<file path="config.mk">
export PLATFORM = sky130hd
export DESIGN_NAME = psc_queue
export DESIGN_NICKNAME = d
export VERILOG_FILES = /design/src/rtl/psc_pkg.sv /design/src/rtl/psc_queue.sv
export SDC_FILE = /design/constraint.sdc
export NUM_CORES = 1
export LEC_CHECK = 0
export ABC_AREA = 1
export BUFFER_PORTS_ARGS = -buffer_cell sky130_fd_sc_hd__clkbuf_2
export CAP_MARGIN = 30
export CORE_ASPECT_RATIO = 1.75
export CORE_MARGIN = 2
export CORE_UTILIZATION = 54
export DETAILED_ROUTE_END_ITERATION = 8
export PLACE_DENSITY_LB_ADDON = 0.08
export SYNTH_ARGS = -nofsm -noshare
export SYNTH_HDL_FRONTEND = slang
export SYNTH_SLANG_ARGS = --single-unit
</file>
<file path="constraint.sdc">
create_clock -name clk -period 6.1 [get_ports clk]
set_input_delay 1.22 -clock clk [delete_from_list [all_inputs] [get_ports clk]]
set_output_delay 1.22 -clock clk [all_outputs]
set_load 0.005 [all_outputs]
</file>
<file path="src/rtl/psc_pkg.sv">
// Shared types and constants of the pixel substitution cipher unit.
package psc_pkg;

  localparam int TABLE_SIZE = 256;
  localparam int TABLE_AW = $clog2(TABLE_SIZE);
  localparam int NUM_CH = 3;
  localparam int QUEUE_DEPTH = 4;
  localparam int QUEUE_AW = $clog2(QUEUE_DEPTH);

  localparam int CFG_IDX_W = 8;
  localparam int CFG_DATA_W = 16;
  localparam logic [CFG_IDX_W-1:0] CFG_KEY_SUM = 8'd0;
  localparam logic [CFG_IDX_W-1:0] CFG_DIRECTION = 8'd1;

  localparam logic REQ_PIXEL = 1'b0;
  localparam logic REQ_LOAD = 1'b1;
  localparam logic DIR_ENCRYPT = 1'b0;
  localparam logic DIR_DECRYPT = 1'b1;

  typedef struct packed {
    logic        req_type;
    logic [7:0]  pixel_red;
    logic [7:0]  pixel_green;
    logic [7:0]  pixel_blue;
    logic [19:0] pattern_value;
    logic [19:0] pixel_index;
    logic [7:0]  table_index;
    logic [7:0]  table_value;
  } in_beat_t;

  typedef struct packed {
    logic [7:0] out_red;
    logic [7:0] out_green;
    logic [7:0] out_blue;
  } out_beat_t;

  typedef struct packed {
    logic                              load;
    logic                              dir;
    logic [NUM_CH-1:0][TABLE_AW-1:0]   addr;
    logic [NUM_CH-1:0][7:0]            post;
    logic [TABLE_AW-1:0]               table_index;
    logic [7:0]                        table_value;
  } qent_t;

endpackage

</file>
<file path="src/rtl/psc_queue.sv">
// Short first-in first-out queue between the front and back ends.
module psc_queue (
  input  logic            clk,
  input  logic            rst_n,
  input  logic            push,
  input  psc_pkg::qent_t  push_data,
  input  logic            pop,
  output psc_pkg::qent_t  head,
  output logic            empty,
  output logic            full
);

  psc_pkg::qent_t                  mem_r [psc_pkg::QUEUE_DEPTH];
  logic [psc_pkg::QUEUE_AW-1:0]    wr_ptr_r;
  logic [psc_pkg::QUEUE_AW-1:0]    rd_ptr_r;
  logic [psc_pkg::QUEUE_AW:0]      count_r;
  logic [psc_pkg::QUEUE_AW:0]      count_nxt;

  assign empty = (count_r == '0);
  assign full  = (count_r == (psc_pkg::QUEUE_AW + 1)'(psc_pkg::QUEUE_DEPTH));
  assign head  = mem_r[rd_ptr_r];

  always_comb begin
    count_nxt = count_r;
    if (push && !pop) begin
      count_nxt = count_r + 1'b1;
    end else if (pop && !push) begin
      count_nxt = count_r - 1'b1;
    end
  end

  always_ff @(posedge clk) begin
    if (!rst_n) begin
      wr_ptr_r <= '0;
      rd_ptr_r <= '0;
      count_r  <= '0;
    end else begin
      count_r <= count_nxt;
      if (push) begin
        wr_ptr_r <= wr_ptr_r + 1'b1;
      end
      if (pop) begin
        rd_ptr_r <= rd_ptr_r + 1'b1;
      end
    end
  end

  always_ff @(posedge clk) begin
    if (push) begin
      mem_r[wr_ptr_r] <= push_data;
    end
  end

endmodule

</file>
==> metrics <==
status completed; H-tree levels 1; CTS Hold Bufs 0; Vias/cell 5.68; PwrDens 321 nW/um^2; worst r2r src wr_ptr_r[0]$_SDFFE_PN0P_; final hold violation count 0; CP endpoint kind output pin; final setup vio count 0; Hold WS about 430 ps; CTS tree yes; Synthesis Warnings 0; placed cells 1046; leakage 4.29 nW; fin crit share 64.3%; synthesized area 10800 um^2; Total Routing Usage GR 20.5%; Die Area around 21000 um^2; WL final 22.0 mm; Clock Sinks 273; synth unique cells 25; Ports 138; Worst Tran Pin Value 942 ps; f_max 0.255 GHz; detailed-route via count 6172; Crit path required time 4880 ps; GPL Wtd Cong 0.753; max-slew violations 0; Area Growth Syn to Fin 14.1%; IO buf count 137; register area share after synthesis about three quarters; DP HPWL around 13 mm; largest net degree at the start of global routing 95; Post-Layout Cell Count 1087; CP Launch Type flop; Iter 0 DRT Violations approximately 310; Mapped Cells just under 700; critical path data arrival time ~2700 ps; CP max FO 94; first-pass GRT wire length 34.4 mm; fillcell total 1487; area of the core a little under 20000 um^2; starting density of the core between 50% and 60%; Die H 191 um; share of cells above drive strength 1 between 30% and 40%; Max-slew headroom 37.2%; WS Path Type flop to output pin; final setup TNS 0 ps; CTS buffer count 23; grt ovf 0; row count just under 70; Mapped Avg Cell Area 15.6 um^2; RSZ-0062 raised after global routing false; Final nets 902; routed len/inst between 20 and 25 um; post-CTS resize count 0; skew final 5.88 ps; initial antenna violation count 2; min-delay worst type flop to flop; via count of the first global-routing pass around 6800; DRC Markers 0; Die Span X 111 um; hold_sp rd_ptr_r[1]$_SDFFE_PN0P_; worst vdd ir 250 uV; root cell of the clock tree clkbuf_16; Clk Latency, worst-skew pair 500 ps; Max-cap violations 0; commonest non-fill, non-tap cell in the layout edfxtp_1; Post-CTS Setup Bufs 0; antenna-violating nets left 0; Synth Register Bits 273; Tmin final 3920 ps; syn_nets ~770; DR pass1 iterations 5; Worst-path clk slew roughly 70 ps; most frequent cells in the layout edfxtp_1 (264), clkbuf_2 (137), o21ai_0 (124); Max Root-Sink Buffers 3
==> worst max-delay path, stage by stage (launching register included) <==
cell and delay [ps]:
dfxtp_4 610, buf_4 810, o21ai_0 210, o22ai_1 360
clkbuf_2 180
==> flip-flops by register name (all words and copies together) (netlist names), named ones only <==
name	flops
mem_r	264
count_r	3
rd_ptr_r	2
wr_ptr_r	2
==> report_power, final <==
group	switching, mW	internal (mW)
logic	0.245	0.136
registers	0.0274	2.14
clock network	0.602	0.816
total	0.874	3.09
==> cell type report <==
class / count / area [um^2] / share of cell area [%]
Sequential cell: 273 / 8110 / 65.7
Multi-Input combinational cell: 364 / 2360 / 19.1
Timing Repair Buffer: 147 / 781 / 6.32
Clock buffer: 28 / 594 / 4.81
Tap cell: 245 / 307 / 2.48
Clock inverter: 11 / 125 / 1.01
Inverter: 17 / 68.8 / 0.557
Antenna cell: 2 / 5.00 / 0.0405
==> path summary, 6_finish.rpt <==
path	endpoint	slack, ps	cells after the start
setup / recovery	head[48]	2180	4
setup reg to reg	mem_r[0][4]$_DFFE_PP_	3820	5
hold reg to reg	flop	430	1
hold / removal	flop	430	1
==> cells by family (layout without fill, tap and decap cells) <==
group / Yosys count / in the layout / share of synthesized area, %
adders and majority gates: 6 / 6 / 0.763
AOI/OAI and AO/OA: 208 / 208 / 12.8
other: 0 / 2 / 0
DFF: 273 / 273 / 74.9
and+or+nand+nor: 150 / 150 / 8.17
buffers and inverters: 59 / 203 / 3.33
==> synthesized netlist by cell type <==
| cell | count | area [um^2] |
|---|---|---|
| inv_6 | 1 | 8.76 |
| o22ai_2 | 40 | 500 |
| buf_4 | 1 | 7.51 |
| nand2_1 | 9 | 33.8 |
| inv_2 | 1 | 3.75 |
| buf_12 | 5 | 100 |
| buf_6 | 5 | 56.3 |
| nor3_1 | 2 | 10.0 |
| nor2_1 | 91 | 342 |
| dfxtp_1 | 9 | 180 |
| fa_1 | 1 | 20.0 |
| o21ai_1 | 10 | 50.1 |
| ha_1 | 5 | 62.6 |
| o21ai_2 | 4 | 35.0 |
| edfxtp_1 | 264 | 7930 |
| nor2_2 | 6 | 37.5 |
| inv_1 | 15 | 56.3 |
| nor2_4 | 40 | 450 |
| o21ai_0 | 124 | 621 |
| nand3_1 | 1 | 5.00 |
| a21oi_1 | 4 | 20.0 |
| o22ai_1 | 26 | 163 |
| buf_2 | 9 | 45.0 |
| clkbuf_1 | 22 | 82.6 |
| nand4_1 | 1 | 6.26 |
==> metal layers <==
metal / vias up / share of wire, % / track usage (%)
li1: 2865 / - / -
met1: 3099 / 37 / 22.5
met2: 167 / 55 / 39.7
met3: 41 / 4.7 / 3.17
met4: 0 / 3.2 / 7.55
met5: - / 0 / 0
==> through the flow <==
| stage | setup slack (ps) | utilization [%] | power, mW | cell area [um^2] |
|---|---|---|---|---|
| after floorplan | 3140 | - | 2.44 | 10800 |
| after global placement | 2660 | 58.8 | 2.58 | 11600 |
| after detailed placement | 2650 | 58.9 | 2.60 | 11600 |
| after CTS | 2120 | 62.5 | 4.00 | 12300 |
| after global routing | 1960 | 62.6 | 4.11 | 12300 |
| final | 2180 | 62.6 | 3.97 | 12300 |
(Power assumes the default switching activity.)
