<file path="config.mk">
export PLATFORM = sky130hd
export DESIGN_NAME = psc_front
export DESIGN_NICKNAME = d
export VERILOG_FILES = /design/src/rtl/psc_pkg.sv /design/src/rtl/psc_front.sv
export SDC_FILE = /design/constraint.sdc
export NUM_CORES = 1
export LEC_CHECK = 0
export BUFFER_PORTS_ARGS = -buffer_cell sky130_fd_sc_hd__buf_2
export CORE_MARGIN = 1
export CORE_UTILIZATION = 46
export CTS_BUF_LIST = sky130_fd_sc_hd__clkbuf_4 sky130_fd_sc_hd__clkbuf_8
export DETAILED_ROUTE_END_ITERATION = 10
export GPL_TIMING_DRIVEN = 0
export PLACE_DENSITY = 0.74
export SLEW_MARGIN = 25
export SYNTH_ARGS = -nofsm -noshare
export SYNTH_HDL_FRONTEND = slang
export SYNTH_SLANG_ARGS = --single-unit
</file>
<file path="constraint.sdc">
create_clock -name clk -period 20.5 [get_ports clk]
set_input_delay 5.125 -clock clk [delete_from_list [all_inputs] [get_ports clk]]
set_output_delay 5.125 -clock clk [all_outputs]
set_load 0.02 [all_outputs]
</file>
<file path="src/rtl/psc_pkg.sv">
// Shared types and constants of the pixel substitution cipher unit.
package psc_pkg;

  localparam int TABLE_SIZE = 256;
  localparam int TABLE_AW = $clog2(TABLE_SIZE);
  localparam int NUM_CH = 3;
  localparam int QUEUE_DEPTH = 4;
  localparam int QUEUE_AW = $clog2(QUEUE_DEPTH);

  localparam int CFG_IDX_W = 8;
  localparam int CFG_DATA_W = 16;
  localparam logic [CFG_IDX_W-1:0] CFG_KEY_SUM = 8'd0;
  localparam logic [CFG_IDX_W-1:0] CFG_DIRECTION = 8'd1;

  localparam logic REQ_PIXEL = 1'b0;
  localparam logic REQ_LOAD = 1'b1;
  localparam logic DIR_ENCRYPT = 1'b0;
  localparam logic DIR_DECRYPT = 1'b1;

  typedef struct packed {
    logic        req_type;
    logic [7:0]  pixel_red;
    logic [7:0]  pixel_green;
    logic [7:0]  pixel_blue;
    logic [19:0] pattern_value;
    logic [19:0] pixel_index;
    logic [7:0]  table_index;
    logic [7:0]  table_value;
  } in_beat_t;

  typedef struct packed {
    logic [7:0] out_red;
    logic [7:0] out_green;
    logic [7:0] out_blue;
  } out_beat_t;

  typedef struct packed {
    logic                              load;
    logic                              dir;
    logic [NUM_CH-1:0][TABLE_AW-1:0]   addr;
    logic [NUM_CH-1:0][7:0]            post;
    logic [TABLE_AW-1:0]               table_index;
    logic [7:0]                        table_value;
  } qent_t;

endpackage

</file>
<file path="src/rtl/psc_front.sv">
// Front end: configuration registers, beat classification and address preparation.
module psc_front (
  input  logic                            clk,
  input  logic                            rst_n,
  input  logic                            cfg_we,
  input  logic [psc_pkg::CFG_IDX_W-1:0]   cfg_index,
  input  logic [psc_pkg::CFG_DATA_W-1:0]  cfg_data,
  input  psc_pkg::in_beat_t               in_data,
  output psc_pkg::qent_t                  entry
);

  logic [15:0] key_sum_r;
  logic        direction_r;

  always_ff @(posedge clk) begin
    if (!rst_n) begin
      key_sum_r   <= '0;
      direction_r <= psc_pkg::DIR_ENCRYPT;
    end else if (cfg_we) begin
      case (cfg_index)
        psc_pkg::CFG_KEY_SUM:   key_sum_r   <= cfg_data[15:0];
        psc_pkg::CFG_DIRECTION: direction_r <= cfg_data[0];
        default: ;
      endcase
    end
  end

  // A value is congruent to the sum of its base-4 digits modulo three.
  function automatic logic [1:0] mod3_20(input logic [19:0] v);
    logic [4:0] s;
    logic [2:0] t;
    s = '0;
    for (int k = 0; k < 10; k++) begin
      s = s + {3'b000, v[2*k +: 2]};
    end
    t = {1'b0, s[1:0]} + {1'b0, s[3:2]} + {2'b00, s[4]};
    if (t >= 3'd6) begin
      t = t - 3'd6;
    end else if (t >= 3'd3) begin
      t = t - 3'd3;
    end
    return t[1:0];
  endfunction

  logic [15:0]                 prod;
  logic [7:0]                  off;
  logic [7:0]                  neg;
  logic [7:0]                  pos_o;
  logic [7:0]                  neg_o;
  logic [1:0]                  sel;
  logic [7:0]                  rot;
  logic [psc_pkg::NUM_CH-1:0][7:0] ch;
  logic [psc_pkg::NUM_CH-1:0][7:0] add;

  always_comb begin
    prod  = {8'h00, key_sum_r[7:0]} * {8'h00, in_data.pattern_value[7:0]};
    off   = prod[7:0];
    neg   = 8'h00 - off;
    pos_o = (direction_r == psc_pkg::DIR_DECRYPT) ? neg : off;
    neg_o = (direction_r == psc_pkg::DIR_DECRYPT) ? off : neg;
    sel   = mod3_20(in_data.pattern_value);
    rot   = in_data.pixel_index[7:0];
    ch[0] = in_data.pixel_red;
    ch[1] = in_data.pixel_green;
    ch[2] = in_data.pixel_blue;
    case (sel)
      2'd0: begin
        add[0] = 8'h00; add[1] = pos_o; add[2] = neg_o;
      end
      2'd1: begin
        add[0] = neg_o; add[1] = 8'h00; add[2] = pos_o;
      end
      default: begin
        add[0] = pos_o; add[1] = neg_o; add[2] = 8'h00;
      end
    endcase
    entry.load        = (in_data.req_type == psc_pkg::REQ_LOAD);
    entry.dir         = direction_r;
    entry.table_index = in_data.table_index;
    entry.table_value = in_data.table_value;
    for (int c = 0; c < psc_pkg::NUM_CH; c++) begin
      if (direction_r == psc_pkg::DIR_DECRYPT) begin
        entry.addr[c] = ch[c];
        entry.post[c] = add[c] - rot;
      end else begin
        entry.addr[c] = ch[c] + add[c] + rot;
        entry.post[c] = 8'h00;
      end
    end
  end

endmodule

</file>
==> summary.md <==
| Metric | Value |
|---|---|
| Largest net degree at the start of global routing | 11 |
| CTS Root Cell | clkbuf_8 |
| Fin crit share | 95.1% |
| H-tree depth | 1 |
| Maximum operating frequency | 51.3 MHz |
| DIE AREA | 11400 µm² |
| Critical Path RT | 15.38 ns |
| Chip height | 107 µm |
| Maximum capacitance violations | 0 |
| # fillers | 1014 |
| Core Rows | 37 |
| Setup TNS | 0 ns |
| CTS Buf Count | 3 |
| Routed Antenna Nets | 0 |
| Post-CTS Setup Bufs | 0 |
| CTS Hold Buffers Added | 0 |
| Avg Cell Area, Syn | 8.26 µm² |
| I/O Buffers | 135 |
| Layout cell share with drive strength beyond 1 | 23.7% |
| DR iter-0 viols | 374 |
| Starting Density | 48.1% |
| Data arrival, critical path | 14.38 ns |
| Worst path most repeated cell | fa_1 |
| Resize count post-CTS | 0 |
| Antenna violations before repair | 0 |
| Most frequent cells in the layout | buf_2 (137), inv_1 (94), ha_1 (64) |
| Commonest non-fill, non-tap cell in the layout | buf_2 |
| Syn_nets | 836 |
| #FFs+latches synth | 9 |
| Skew final | 0 ns |
| DRT Wirelength | 13000 µm |
| FF-to-FF path depth | 4 |
| DIE WIDTH | 107 µm |
| Critical path peak fanout | 9 |
| CP Class | in -> out |
| First-pass GRT wire length | 21900 µm |
| Tmin final | 19.50 ns |
| Routed vias | 4675 |
| Worst setup SP type | primary input |
| Slew @ Worst Pin | 0.982 ns |
| Status | finished, final reports clean |
| Drt via density | 5.29 |
| Detailed Place HPWL | 11200 µm |
| Final Hold Fails | 0 |
| Clock sink count | 9 |
| Total core area | 10500 µm² |
| Async SR Flop Fraction | 0% |
| Final setup vio count | 0 |
| Final nets | 976 |
| Register area | 180 µm² |
| RSZ-0062 raised after global routing | no |
| Total global routing overflow | 0 |
| Hold depth | 2 |
| Syn Std Cell Area | 5030 µm² |
| Buffers from clock root to sink, at most | 2 |
| Max incr delay on CP | 0.55 ns |
| GRT Total Usage | 23.8% |
| Prevailing post-synth register cell | dfxtp_1 |
| Routed len/inst | 14.7 µm |
| Drt drc | 0 |
| CP Capture Type | primary output |
| Relative slew slack | 32.8% |
| EDFF count, synth | 0 |
| Distinct cells, synth | 42 |
| Slew Limit Fails | 0 |
| Register area share after synthesis | 3.58% |
| DR pass1 iterations | 5 |
| Number of global-route vias before repair | 4869 |
| Hold Crit Class | reg -> reg |
| Ys Warns | 0 |
| Crit path max-delay cell type | fa_1 |
| Antenna cells | 0 |
| Worst skew pair latency | 0.24 ns |
| Reg clk slew, reported paths | 0.05 ns |
| Gate Count Post-Synth | 609 |
| Routability cong. | 0.839 |
| Area grow syn2layout | 17.9% |
| CTS tree | done |
| Total I/O pin count | 174 |
| Area occupied by multi-input gates | 4290 µm² |
## synth_stat cells (19+ instances only)
library cell	instances	area (µm²)
a21o_1	34	255
a21oi_1	39	195
and2_1	46	288
fa_1	55	1100
ha_1	64	801
inv_1	94	353
mux2i_1	21	210
nand2_1	34	128
nor2_1	19	71.3
o21ai_0	21	105
xnor2_1	36	315
xor2_1	32	280
## state kept, by name, summed over array words and instances (netlist names)
register and flops:
direction_r 1, key_sum_r 8
## per-stage QoR
| step | area, µm² | util [%] | hold WS (ns) | setup WS [ns] | instances |
|---|---|---|---|---|---|
| 2_1_floorplan | 5030 | - | 0.482 | 2.22 | 609 |
| 3_3_place_gp | 5880 | 56.2 | 0.506 | 1.31 | 880 |
| 3_5_place_dp | 5880 | 56.2 | 0.516 | 1.04 | 880 |
| 4_1_cts | 5920 | 56.6 | 0.529 | 1.01 | 884 |
| 5_1_grt | 5930 | 56.7 | 0.565 | 0.442 | 884 |
| 6_report | 5930 | 56.7 | 0.528 | 0.997 | 884 |
## routing by layer
metal  GRT usage, %  up-vias  part of all wire [%]
met4           5.48        0                   1.2
met3           1.04       16                   6.4
met5              0        -                     0
met1           29.5     2224                    41
met2           45.0      199                    52
li1               -     2236                     -
## final timing paths
check / slack (ns) / startpoint / endpoint
setup / recovery: 1.0 / in_data[37] / entry[47]
hold / removal: 0.53 / key_sum_r[7] / key_sum_r[7]
setup reg to reg: 18.59 / direction_r / direction_r
hold reg to reg: 0.53 / key_sum_r[7] / key_sum_r[7]
## layout make-up
class,instances,share of cell area [%]
flip-flops and latches,9,3.04
well taps,136,2.87
clock buffers,3,0.696
multi-input cells,471,72.4
inverters,94,5.95
repair buffers,135,11.4
plain buffers,35,3.57
clock inverters,1,0.0844
## worst max-delay path, delay by kind of cell
family          cells  cell delay (ns)
fa+ha+maj          11             4.83
compound gates     10             1.82
buf+inv             9             1.40
simple gates        3             0.78
xor+xnor            3             0.43
## kinds of logic after synthesis
family	synth area share, %
fa+ha+maj	37.8
simple gates	14.9
flops	3.58
xor+xnor	12.8
compound gates	14.2
mux	5.52
buf+inv	11.2
Power is not shown: default switching activity piles up to over one toggle a cycle in this logic, so the estimate is an artifact.
